[config.mk]
export PLATFORM = sky130hd
export DESIGN_NAME = radio_api_frame_builder_top
export DESIGN_NICKNAME = d
export VERILOG_FILES = /design/src/rfb_pkg.sv /design/src/radio_api_frame_builder_top.sv /design/src/rfb_front.sv /design/src/rfb_queue.sv /design/src/rfb_back.sv
export SDC_FILE = /design/constraint.sdc
export NUM_CORES = 1
export LEC_CHECK = 0
export BUFFER_PORTS_ARGS = -buffer_cell sky130_fd_sc_hd__buf_4
export CAP_MARGIN = 15
export CORE_MARGIN = 2
export CORE_UTILIZATION = 40
export CTS_BUF_LIST = sky130_fd_sc_hd__clkbuf_8
export CTS_CLUSTER_DIAMETER = 80
export CTS_CLUSTER_SIZE = 25
export DETAILED_ROUTE_END_ITERATION = 8
export GPL_ROUTABILITY_DRIVEN = 0
export PLACE_DENSITY = 0.71
export SETUP_SLACK_MARGIN = 0.02
export SLEW_MARGIN = 20
export SYNTH_ARGS = -nofsm -noshare
export SYNTH_HDL_FRONTEND = slang
export SYNTH_SLANG_ARGS = --single-unit
[constraint.sdc]
create_clock -name clk -period 4.76 [get_ports clk]
set_clock_uncertainty 0.1 [all_clocks]
set_input_delay 0.952 -clock clk [delete_from_list [all_inputs] [get_ports clk]]
set_output_delay 0.952 -clock clk [all_outputs]
set_load 0.005 [all_outputs]
[src/rfb_pkg.sv]
// shared types and constants for the transmit-request frame builder
// no dependencies; imported by every rfb module and the top level
package rfb_pkg;

    localparam logic [7:0]  START_BYTE      = 8'h7E;
    localparam logic [7:0]  TYPE_TX_REQUEST = 8'h10;
    localparam logic [15:0] LEN_FIXED       = 16'h000E;
    localparam logic [15:0] MAX_PAYLOAD     = 16'd255;
    localparam logic [7:0]  SUM_BASE        = 8'hFF;

    // configuration register indexes
    localparam logic [2:0] CFG_DEST_ADDRESS     = 3'd0;
    localparam logic [2:0] CFG_FRAME_IDENT      = 3'd1;
    localparam logic [2:0] CFG_DEST_NET_ADDRESS = 3'd2;
    localparam logic [2:0] CFG_BROADCAST_RADIUS = 3'd3;
    localparam logic [2:0] CFG_TX_OPTION_BITS   = 3'd4;

    localparam logic [63:0] DEST_ADDRESS_RESET     = 64'h0013_A200_4191_DCA3;
    localparam logic [7:0]  FRAME_IDENT_RESET      = 8'h01;
    localparam logic [15:0] DEST_NET_ADDRESS_RESET = 16'hFFFE;
    localparam logic [7:0]  BROADCAST_RADIUS_RESET = 8'h00;
    localparam logic [7:0]  TX_OPTION_BITS_RESET   = 8'h00;

    // byte positions within one frame
    localparam logic [4:0] STEP_START   = 5'd0;
    localparam logic [4:0] STEP_LEN_HI  = 5'd1;
    localparam logic [4:0] STEP_LEN_LO  = 5'd2;
    localparam logic [4:0] STEP_TYPE    = 5'd3;
    localparam logic [4:0] STEP_IDENT   = 5'd4;
    localparam logic [4:0] STEP_ADDR    = 5'd5;
    localparam logic [4:0] STEP_NET_HI  = 5'd13;
    localparam logic [4:0] STEP_NET_LO  = 5'd14;
    localparam logic [4:0] STEP_RADIUS  = 5'd15;
    localparam logic [4:0] STEP_OPTIONS = 5'd16;
    localparam logic [4:0] STEP_DATA    = 5'd17;
    localparam logic [4:0] STEP_CHECK   = 5'd18;

    typedef struct packed {
        logic [63:0] dest_address;
        logic [7:0]  frame_ident;
        logic [15:0] dest_net_address;
        logic [7:0]  broadcast_radius;
        logic [7:0]  tx_option_bits;
    } cfg_t;

    typedef struct packed {
        logic [15:0] frame_len;
        logic [7:0]  data_byte;
        logic        first_of_frame;
        logic        last_of_frame;
    } cmd_t;

    typedef struct packed {
        logic empty;
        logic full;
    } q_status_t;

endpackage

[src/radio_api_frame_builder_top.sv]
// top level: config registers, front end, command queue and frame sequencer
// an accepted beat passes through the command queue, then the output register, on its way to m_tdata
// throughput: one output byte per cycle unless the queue is empty or m_tready stalls; a plain payload
// beat gives its data byte, a first beat gives the header bytes before it and a last beat adds the checksum
// reset: rst_n asynchronous active low; clears queue, frame state and sum, loads config defaults
// depends on rfb_pkg, rfb_front, rfb_queue, rfb_back
module radio_api_frame_builder_top #(
    parameter int QUEUE_DEPTH = 4
) (
    input  logic        clk,
    input  logic        rst_n,
    input  logic        s_tvalid,
    output logic        s_tready,
    input  logic [15:0] s_tdata,    // [7:0] data_byte, [15:8] payload_count
    input  logic        s_tuser,    // [0] first_of_frame
    input  logic        s_tlast,    // last_of_frame
    output logic        m_tvalid,
    input  logic        m_tready,
    output logic [7:0]  m_tdata,    // [7:0] frame_byte
    output logic        m_tlast,    // end_of_frame
    input  logic        cfg_valid,
    output logic        cfg_ready,
    input  logic [2:0]  cfg_index,
    input  logic [63:0] cfg_data
);
    import rfb_pkg::*;

    cfg_t      cfg_reg, cfg_next;
    q_status_t q_stat;
    cmd_t      push_cmd;
    cmd_t      head_cmd;
    logic      push;
    logic      pop;

    assign cfg_ready = 1'b1;

    always_comb
    begin
        cfg_next = cfg_reg;
        if (cfg_valid && cfg_ready)
        begin
            case (cfg_index)
                CFG_DEST_ADDRESS:     cfg_next.dest_address     = cfg_data;
                CFG_FRAME_IDENT:      cfg_next.frame_ident      = cfg_data[7:0];
                CFG_DEST_NET_ADDRESS: cfg_next.dest_net_address = cfg_data[15:0];
                CFG_BROADCAST_RADIUS: cfg_next.broadcast_radius = cfg_data[7:0];
                CFG_TX_OPTION_BITS:   cfg_next.tx_option_bits   = cfg_data[7:0];
                default:              cfg_next = cfg_reg;
            endcase
        end
    end

    always_ff @(posedge clk or negedge rst_n)
    begin
        if (!rst_n)
        begin
            cfg_reg.dest_address     <= DEST_ADDRESS_RESET;
            cfg_reg.frame_ident      <= FRAME_IDENT_RESET;
            cfg_reg.dest_net_address <= DEST_NET_ADDRESS_RESET;
            cfg_reg.broadcast_radius <= BROADCAST_RADIUS_RESET;
            cfg_reg.tx_option_bits   <= TX_OPTION_BITS_RESET;
        end
        else
        begin
            cfg_reg <= cfg_next;
        end
    end

    rfb_front u_front (
        .clk      (clk),
        .rst_n    (rst_n),
        .s_tvalid (s_tvalid),
        .s_tready (s_tready),
        .s_tdata  (s_tdata),
        .s_tuser  (s_tuser),
        .s_tlast  (s_tlast),
        .q_stat   (q_stat),
        .push     (push),
        .push_cmd (push_cmd)
    );

    rfb_queue #(
        .DEPTH (QUEUE_DEPTH)
    ) u_queue (
        .clk      (clk),
        .rst_n    (rst_n),
        .push     (push),
        .push_cmd (push_cmd),
        .pop      (pop),
        .head_cmd (head_cmd),
        .q_stat   (q_stat)
    );

    rfb_back u_back (
        .clk      (clk),
        .rst_n    (rst_n),
        .cfg      (cfg_reg),
        .head_cmd (head_cmd),
        .q_stat   (q_stat),
        .pop      (pop),
        .m_tvalid (m_tvalid),
        .m_tready (m_tready),
        .m_tdata  (m_tdata),
        .m_tlast  (m_tlast)
    );

    // the front end never pushes into a full queue
    assert property (@(posedge clk) disable iff (!rst_n) push |-> !q_stat.full)
        else $error("push into full command queue");

    // the sequencer only retires a command that is present
    assert property (@(posedge clk) disable iff (!rst_n) pop |-> !q_stat.empty)
        else $error("pop from empty command queue");

    // a stray beat outside a frame never reaches the queue
    assert property (@(posedge clk) disable iff (!rst_n)
        (s_tvalid && s_tready && !s_tuser && !u_front.inside_reg) |-> !push)
        else $error("stray beat pushed outside a frame");

endmodule

[src/rfb_front.sv]
// front end: accepts payload beats, drops strays, computes the length field
// depends on rfb_pkg
module rfb_front (
    input  logic              clk,
    input  logic              rst_n,
    input  logic              s_tvalid,
    output logic              s_tready,
    input  logic [15:0]       s_tdata,   // [7:0] data_byte, [15:8] payload_count
    input  logic              s_tuser,   // [0] first_of_frame
    input  logic              s_tlast,   // last_of_frame
    input  rfb_pkg::q_status_t q_stat,
    output logic              push,
    output rfb_pkg::cmd_t     push_cmd
);
    import rfb_pkg::*;

    logic        inside_reg;
    logic        inside_next;
    logic        beat;
    logic [15:0] count_wide;
    logic [15:0] count_sat;

    assign s_tready = !q_stat.full;
    assign beat     = s_tvalid && s_tready;

    always_comb
    begin
        count_wide = {8'h00, s_tdata[15:8]};
        count_sat  = (count_wide > MAX_PAYLOAD) ? MAX_PAYLOAD : count_wide;
    end

    assign push_cmd.frame_len      = LEN_FIXED + count_sat;
    assign push_cmd.data_byte      = s_tdata[7:0];
    assign push_cmd.first_of_frame = s_tuser;
    assign push_cmd.last_of_frame  = s_tlast;

    // a beat outside any frame without the first flag is dropped
    assign push = beat && (s_tuser || inside_reg);

    always_comb
    begin
        inside_next = inside_reg;
        if (push)
        begin
            inside_next = !s_tlast;
        end
    end

    always_ff @(posedge clk or negedge rst_n)
    begin
        if (!rst_n)
        begin
            inside_reg <= 1'b0;
        end
        else
        begin
            inside_reg <= inside_next;
        end
    end

endmodule

[src/rfb_queue.sv]
// short command queue between front end and frame sequencer
// depends on rfb_pkg
module rfb_queue #(
    parameter int DEPTH = 4
) (
    input  logic               clk,
    input  logic               rst_n,
    input  logic               push,
    input  rfb_pkg::cmd_t      push_cmd,
    input  logic               pop,
    output rfb_pkg::cmd_t      head_cmd,
    output rfb_pkg::q_status_t q_stat
);
    import rfb_pkg::*;

    localparam int AW = (DEPTH > 1) ? $clog2(DEPTH) : 1;
    localparam int CW = $clog2(DEPTH + 1);

    cmd_t          entries_reg [DEPTH];
    logic [AW-1:0] wr_ptr_reg, wr_ptr_next;
    logic [AW-1:0] rd_ptr_reg, rd_ptr_next;
    logic [CW-1:0] count_reg, count_next;
    logic          do_push;
    logic          do_pop;

    assign q_stat.empty = (count_reg == '0);
    assign q_stat.full  = (count_reg == CW'(DEPTH));
    assign do_push      = push && !q_stat.full;
    assign do_pop       = pop && !q_stat.empty;
    assign head_cmd     = entries_reg[rd_ptr_reg];

    always_comb
    begin
        wr_ptr_next = wr_ptr_reg;
        rd_ptr_next = rd_ptr_reg;
        count_next  = count_reg;
        if (do_push)
        begin
            wr_ptr_next = (wr_ptr_reg == AW'(DEPTH - 1)) ? '0 : wr_ptr_reg + 1'b1;
        end
        if (do_pop)
        begin
            rd_ptr_next = (rd_ptr_reg == AW'(DEPTH - 1)) ? '0 : rd_ptr_reg + 1'b1;
        end
        if (do_push && !do_pop)
        begin
            count_next = count_reg + 1'b1;
        end
        else if (do_pop && !do_push)
        begin
            count_next = count_reg - 1'b1;
        end
    end

    always_ff @(posedge clk or negedge rst_n)
    begin
        if (!rst_n)
        begin
            wr_ptr_reg <= '0;
            rd_ptr_reg <= '0;
            count_reg  <= '0;
        end
        else
        begin
            wr_ptr_reg <= wr_ptr_next;
            rd_ptr_reg <= rd_ptr_next;
            count_reg  <= count_next;
        end
    end

    always_ff @(posedge clk)
    begin
        if (do_push)
        begin
            entries_reg[wr_ptr_reg] <= push_cmd;
        end
    end

endmodule

[src/rfb_back.sv]
// frame sequencer: walks header, payload and checksum bytes into the output register
// depends on rfb_pkg
module rfb_back (
    input  logic               clk,
    input  logic               rst_n,
    input  rfb_pkg::cfg_t      cfg,
    input  rfb_pkg::cmd_t      head_cmd,
    input  rfb_pkg::q_status_t q_stat,
    output logic               pop,
    output logic               m_tvalid,
    input  logic               m_tready,
    output logic [7:0]         m_tdata,   // [7:0] frame_byte
    output logic               m_tlast    // end_of_frame
);
    import rfb_pkg::*;

    logic       active_reg, active_next;
    logic [4:0] step_reg, step_next;
    logic [7:0] sum_reg, sum_next;
    logic       out_valid_reg, out_valid_next;
    logic [7:0] out_byte_reg;
    logic       out_last_reg;

    logic       advance;
    logic [4:0] eff_step;
    logic [2:0] addr_sel;
    logic [7:0] byte_sel;
    logic       cmd_done;

    assign advance  = !q_stat.empty && (!out_valid_reg || m_tready);
    // a fresh command starts at the header or, mid-frame, at its data byte
    assign eff_step = active_reg ? step_reg
                                 : (head_cmd.first_of_frame ? STEP_START : STEP_DATA);
    assign addr_sel = 3'(eff_step - STEP_ADDR);
    assign cmd_done = (eff_step == STEP_CHECK) ||
                      ((eff_step == STEP_DATA) && !head_cmd.last_of_frame);
    assign pop      = advance && cmd_done;

    always_comb
    begin
        case (eff_step)
            STEP_START:   byte_sel = START_BYTE;
            STEP_LEN_HI:  byte_sel = head_cmd.frame_len[15:8];
            STEP_LEN_LO:  byte_sel = head_cmd.frame_len[7:0];
            STEP_TYPE:    byte_sel = TYPE_TX_REQUEST;
            STEP_IDENT:   byte_sel = cfg.frame_ident;
            STEP_NET_HI:  byte_sel = cfg.dest_net_address[15:8];
            STEP_NET_LO:  byte_sel = cfg.dest_net_address[7:0];
            STEP_RADIUS:  byte_sel = cfg.broadcast_radius;
            STEP_OPTIONS: byte_sel = cfg.tx_option_bits;
            STEP_DATA:    byte_sel = head_cmd.data_byte;
            STEP_CHECK:   byte_sel = SUM_BASE - sum_reg;
            STEP_ADDR, STEP_ADDR + 5'd1, STEP_ADDR + 5'd2, STEP_ADDR + 5'd3,
            STEP_ADDR + 5'd4, STEP_ADDR + 5'd5, STEP_ADDR + 5'd6, STEP_ADDR + 5'd7:
                // most significant address byte first
                byte_sel = cfg.dest_address[{~addr_sel, 3'b000} +: 8];
            default:      byte_sel = 8'h00;
        endcase
    end

    always_comb
    begin
        active_next    = active_reg;
        step_next      = step_reg;
        sum_next       = sum_reg;
        out_valid_next = out_valid_reg;
        if (m_tready)
        begin
            out_valid_next = 1'b0;
        end
        if (advance)
        begin
            out_valid_next = 1'b1;
            active_next    = !cmd_done;
            step_next      = eff_step + 1'b1;
            if (eff_step == STEP_START || eff_step == STEP_CHECK)
            begin
                sum_next = 8'h00;
            end
            else if (eff_step >= STEP_TYPE)
            begin
                sum_next = sum_reg + byte_sel;
            end
        end
    end

    always_ff @(posedge clk or negedge rst_n)
    begin
        if (!rst_n)
        begin
            active_reg    <= 1'b0;
            step_reg      <= STEP_START;
            sum_reg       <= 8'h00;
            out_valid_reg <= 1'b0;
        end
        else
        begin
            active_reg    <= active_next;
            step_reg      <= step_next;
            sum_reg       <= sum_next;
            out_valid_reg <= out_valid_next;
        end
    end

    always_ff @(posedge clk)
    begin
        if (advance)
        begin
            out_byte_reg <= byte_sel;
            out_last_reg <= (eff_step == STEP_CHECK);
        end
    end

    assign m_tvalid = out_valid_reg;
    assign m_tdata  = out_byte_reg;
    assign m_tlast  = out_last_reg;

endmodule
==> results of run 1 <==
==> Yosys cell counts, types with 3 or more instances <==
library cell / instances
dfrtp_1: 91
ha_1: 20
inv_1: 14
nand3_1: 13
a21oi_1: 21
clkbuf_1: 24
o21ai_1: 3
buf_2: 4
dfstp_2: 36
a21o_1: 4
mux2_2: 105
nor2b_1: 7
mux4_2: 19
a222oi_1: 7
nor3_1: 6
o31ai_1: 5
xnor2_1: 7
o21ai_0: 21
nor2_1: 26
nand2_1: 39
mux2i_1: 31
xor2_1: 7
and2_1: 9
edfxtp_1: 85
buf_1: 3
o211ai_1: 7
a22o_1: 4
mux4_1: 8
==> per-layer routing <==
| layer | track usage, % | vias to the layer above |
|---|---|---|
| met5 | 0 | - |
| met4 | 3.76 | 0 |
| met1 | 23.1 | 2948 |
| met3 | 2.19 | 20 |
| met2 | 27.6 | 133 |
| li1 | - | 2715 |
==> path summary, 6_finish.rpt <==
path,cells past startpoint,end,from
min in group clk,1,u_queue.count_reg[2]$_DFFE_PN0P_,u_queue.count_reg[2]$_DFFE_PN0P_
worst min register to register,1,u_queue.count_reg[2]$_DFFE_PN0P_,u_queue.count_reg[2]$_DFFE_PN0P_
max in group asynchronous,2,cfg_reg[18]$_DFFE_PN1P_,rst_n
worst min-delay path,1,cfg_reg[79]$_DFFE_PN0P_,rst_n
worst max register to register,18,u_back.sum_reg[7]$_DFFE_PN0P_,u_queue.rd_ptr_reg[0]$_DFFE_PN0P_
worst max-delay path,18,u_back.sum_reg[7]$_DFFE_PN0P_,u_queue.rd_ptr_reg[0]$_DFFE_PN0P_
==> logic make-up after synthesis <==
| family | Yosys count | synth area share (%) |
|---|---|---|
| mux | 165 | 22.4 |
| xor+xnor | 14 | 1.27 |
| other cells | 1 | 0.0387 |
| flops | 212 | 59.7 |
| buf+inv | 48 | 1.95 |
| simple gates | 113 | 5.52 |
| fa+ha+maj | 22 | 3.00 |
| compound gates | 89 | 6.22 |
==> where the power goes <==
part / internal [mW] / switching, mW
clock: 0.333 / 0.584
combinational: 1.57 / 1.63
sequential: 2.43 / 0.257
==> per-stage QoR <==
stage	utilization [%]	area, um2	setup WS, ns	TNS, ns	cells
6_report	48.1	11400	0.196	0	1110
5_1_grt	48.1	11400	-0.0624	-0.0624	1110
4_1_cts	47.8	11300	0.0513	0	1109
3_5_place_dp	46.5	11000	-0.304	-0.335	1083
3_3_place_gp	46.5	11000	-0.124	-0.124	1083
2_1_floorplan	-	9720	-0.0728	-0.0728	664
==> worst max-delay path, cell delays in order, from the launching register on <==
cell      delay, ns
dfrtp_1        0.40
mux4_2         0.57
mux2i_4        0.19
inv_2          0.08
ha_4           0.16
a21boi_1       0.15
nor2_4         0.19
buf_6          0.20
mux2i_1        0.10
mux4_1         0.52
o221ai_1       0.26
ha_1           0.24
a21o_1         0.16
a211oi_2       0.07
nor2_2         0.15
o41ai_2        0.08
or3_1          0.33
a2111o_1       0.41
o311ai_1       0.09
==> what timing repair did <==
item | CTS | global route
resized for setup | 1 | 19
cloned | 0 | 0
endpoints found under the setup margin | 2 | 2
pin swaps | 1 | 8
setup buffers | 4 | 1
==> cell type report <==
type / count / area share [%]
sequential: 212 / 50.8
multi-input combinational: 404 / 33.5
inverter: 16 / 0.528
clock inverter: 9 / 0.837
timing repair buffer: 137 / 9.19
clock buffer: 13 / 1.57
tap: 319 / 3.51
==> impl_metrics.toml, run 1 <==
[outcome]
status = "completed"

[drt]
dr.pass1.iters = 7
finalWirelength_mm = 21.3
met1Wirelength_mm = 9.48
highest-signal-layer = "met4"
drt.antenna.violating_nets = 0
wl_per_cell_um = 19.2
route.met2.wl_mm = 10.4
drtIter0Drc = 440
drc = 0
avgViaCountPerCell = 5.24
route.met3.wl_mm = 1.06
num_vias = 5816

[sta]
slew_violations = 0
max_freq_mhz = 219
hold-worst-slack_ns = 0.395
min_period_over_period_pct = 95.9
fin_crit_ns = 4.56
setup_viol = 0
finalHoldViolations = 0
slew_headroom_pct = 30.4
worst_pin_slew_ns = 1.04

[floorplanning]
io_pins = 102
die_w_um = 160
die_y_um = 160
die_area_mm2 = 0.0255
std_cell_rows = 56
core_area_mm2 = 0.0236
start_util_pct = 41.0

[logic_synthesis]
synth_seq_cells = 212
synth_top_area_cell = "edfxtp_1"
synth_flop_cell = "dfrtp_1"
avgSynthCellArea_um2 = 14.6
async_flop_share_pct = 59.9
yosysUniqueCellTypes = 58
seq_area_frac_synth_pct = 59.7
synth_edf_count = 85
synth_top_cell_area_share_pct = 26.4
syn_area_mm2 = 0.00968
syn-num-nets = 776
yosysWarnings = 0
synth_area_leaders = "edfxtp_1 26%, dfrtp_1 24%, mux2_2 12%"
netlist_instances = 664

[critical_path]
critical_path_peak_fanout = 12
critPathLaunchType = "flop"
arrival_ns = 4.89
rrSetupSlack_ns = 0.20
cp-end-kind = "flop"
cp_data_required_time_ns = 5.09
critical_path_class = "flop to flop"

[finish]
seq_area_mm2 = 0.00578
area.growth.synth_to_final_pct = 17.4
largest_register_ffs = 104
final_nets = 896
drive_above_1_share_pct = 43.2
diodes = 0
mostFrequentLayoutCells = "135 x buf_4, 105 x mux2_2, 91 x dfrtp_1"
fillers = 2070
multiInputGateArea_mm2 = 0.00381
layout_commonest_cell = "buf_4"

[clock_network]
cts_root_buf = "clkbuf_8"
cts_hold_buffers = 0
cts_sinks = 212
cts_buffer_depth = 3
cts_buffers = 13
cts_tree = "yes"
cts_max_level = 1
insertion_delay_ns = 0.53
clk_pin_slew_worst_paths_ns = 0.14

[pwr]
ir_drop_mv = 0.268
finalPower_mw = 6.80
p_leak_nw = 4.60
powerDensity_mw_per_mm2 = 598

[hold_path]
hold_class = "primary input to async pin"

[grt]
grt_pass1_vias = 5957
track_usage_pct = 16.5
overflow = 0
grt_max_degree = 65
grt_first_pass_wirelength_mm = 33.2
antenna_found_initial = 0

[placed_design]
portBuffers = 100
dpl.hpwl_mm = 15.5

[run]
cap_violations = 0
No activity file was read; power rests on OpenSTA's default activity.
==> inputs of run 2 (changes only) <==
Settings changed: CTS_BUF_LIST sky130_fd_sc_hd__clkbuf_8 to sky130_fd_sc_hd__clkbuf_4 sky130_fd_sc_hd__clkbuf_8 sky130_fd_sc_hd__clkbuf_16.
==> run 2 against run 1 <==
  * Cell area increased by 1.3%
  * Setup slack better by 0.028 ns
  * Critical path depth did not move
  * Global-route usage increased by 0.066 points
  * First-iteration DRC count increased by 5.7%
  * Die area did not move
  * Wire length about the same
  * Power is 3.4% higher
  * Highest routed layer unchanged
==> impl_metrics.toml, run 2 (same netlist as run 1, synthesis figures left out) <==
[finish]
fillers = 2044
drive_above_1_share_pct = 43.2
final_nets = 896
postLayoutCellArea_mm2 = 0.0115
largest_register_ffs = 104
diodes = 0
mostFrequentLayoutCells = "135 x buf_4, 105 x mux2_2, 91 x dfrtp_1"
area.growth.synth_to_final_pct = 18.9
layout_commonest_cell = "buf_4"

[pwr]
p_leak_nw = 4.67
powerDensity_mw_per_mm2 = 611
ir_drop_mv = 0.274

[clock_network]
insertion_delay_ns = 0.48
cts_buffer_depth = 3
cts_sinks = 212
clk_pin_slew_worst_paths_ns = 0.09
cts_root_buf = "clkbuf_16"
cts_buffers = 13
cts_hold_buffers = 0
cts_tree = "yes"
cts_max_level = 1

[hold_path]
hold_class = "flop to flop"
min-delay-start = "u_back.m_tvalid$_DFFE_PN0P_"

[placed_design]
dpl.hpwl_mm = 15.5
portBuffers = 100
placed_area_mm2 = 0.0110

[grt]
gr-usage-met2_pct = 27.7
track_usage_pct = 16.6
grt_use_met3_pct = 2.32
grt_max_degree = 65
met1_usage_pct = 22.8
grt_first_pass_wirelength_mm = 33.3
grt_pass1_vias = 5994
grt.busiest_layer = "met2"
antenna_found_initial = 0
overflow = 0

[drt]
wl_per_cell_um = 19.2
drt.antenna.violating_nets = 0
dr.pass1.iters = 5
drtIter0Drc = 465
finalWirelength_mm = 21.3
drc = 0
avgViaCountPerCell = 5.28
num_vias = 5862

[critical_path]
critical_path_peak_fanout = 6
arrival_ns = 4.81
cp-end-kind = "flop"
crit_path_frequent_cell = "mux4_2"
worstSetupStartpoint = "u_queue.rd_ptr_reg[0]$_DFFE_PN0P_"
cpMaxStageDelayCell = "mux4_2"
reg2reg_from = "u_queue.rd_ptr_reg[0]$_DFFE_PN0P_"
cp_data_required_time_ns = 5.04
critical_path_class = "flop to flop"
critical_path.cell_chain = "mux4_2 > mux2i_4 > inv_2 > ha_4 > and3b_2 > nor2_4 > buf_12 > buf_4 > mux2i_1 > mux4_2 > o21ai_2 > ha_1 > a211oi_2 > nor2_2 > o41ai_2 > o21ai_1 > a2111o_1 > o311ai_1"
critPathLaunchType = "flop"
slowest_delay_ns = 0.56

[floorplanning]
start_util_pct = 41.0
std_cell_rows = 56
die_w_um = 160
die_area_mm2 = 0.0255
io_pins = 102
die_y_um = 160
core_area_mm2 = 0.0236

[sta]
hold-worst-slack_ns = 0.407
slew_violations = 0
setup_viol = 0
finalHoldViolations = 0
worst_pin_slew_ns = 1.04
min_period_over_period_pct = 95.3
slew_headroom_pct = 30.3
max_freq_mhz = 220
fin_crit_ns = 4.54

[outcome]
status = "completed"

[run]
cap_violations = 0
==> run 2: per-stage QoR <==
step	power (mW)	utilization, %	TNS, ns	worst slack [ns]	cells
CTS	6.98	48.5	0	0.0666	1109
floorplan	4.67	-	-0.0728	-0.0728	664
finish	7.03	48.7	0	0.223	1110
global route	7.45	48.7	-0.0449	-0.0449	1110
global placement	5.63	46.5	-0.124	-0.124	1083
detailed placement	5.69	46.5	-0.335	-0.304	1083
==> run 2: area by class of cell <==
cell class,instances,area [um2],area share (%)
sequential,212,5780,50.2
multi-input combinational,404,3800,33.0
timing repair buffer,137,1040,9.08
tap,319,399,3.47
clock buffer,17,373,3.24
inverter,16,60.1,0.522
clock inverter,5,55.1,0.478
==> run 2: layer usage <==
metal | vias to the layer above | part of all wire, %
met1 | 2978 | 44
met4 | 0 | 2.0
met3 | 23 | 4.7
met5 | - | 0
li1 | 2729 | -
met2 | 132 | 49
==> run 2: path summary, 6_finish.rpt <==
kind,end,slack (ns),cells after the start
max reg2reg,u_back.sum_reg[7]$_DFFE_PN0P_,0.22,18
max in group asynchronous,cfg_reg[28]$_DFFE_PN1P_,3.11,2
max,u_back.sum_reg[7]$_DFFE_PN0P_,0.22,18
min in group asynchronous,cfg_reg[79]$_DFFE_PN0P_,0.44,1
min reg2reg,u_back.m_tvalid$_DFFE_PN0P_,0.41,2
min,u_back.m_tvalid$_DFFE_PN0P_,0.41,2
==> run 2: worst max-delay path: cells and delay by family, from the launching register on <==
family | cells | cell delay [ns]
multiplexers | 4 | 1.42
AO/OA/AOI/OAI | 6 | 1.29
adder cells (fa/ha/maj) | 2 | 0.47
flip-flops | 1 | 0.39
buffers and inverters | 3 | 0.39
AND/OR/NAND/NOR | 3 | 0.39
==> run 2: repair_timing <==
item	in CTS	in global routing
resized for setup	1	15
pin swaps	1	6
cloned	0	0
buffers inserted	4	1
setup endpoints to repair	2	2
hold endpoints to repair	0	0
==> run 2: where the power goes <==
group	leakage [nW]	switching [mW]	internal [mW]	total, mW
sequential	2.25	0.253	2.43	2.68
clock	0.213	0.613	0.578	1.19
combinational	2.21	1.62	1.54	3.16
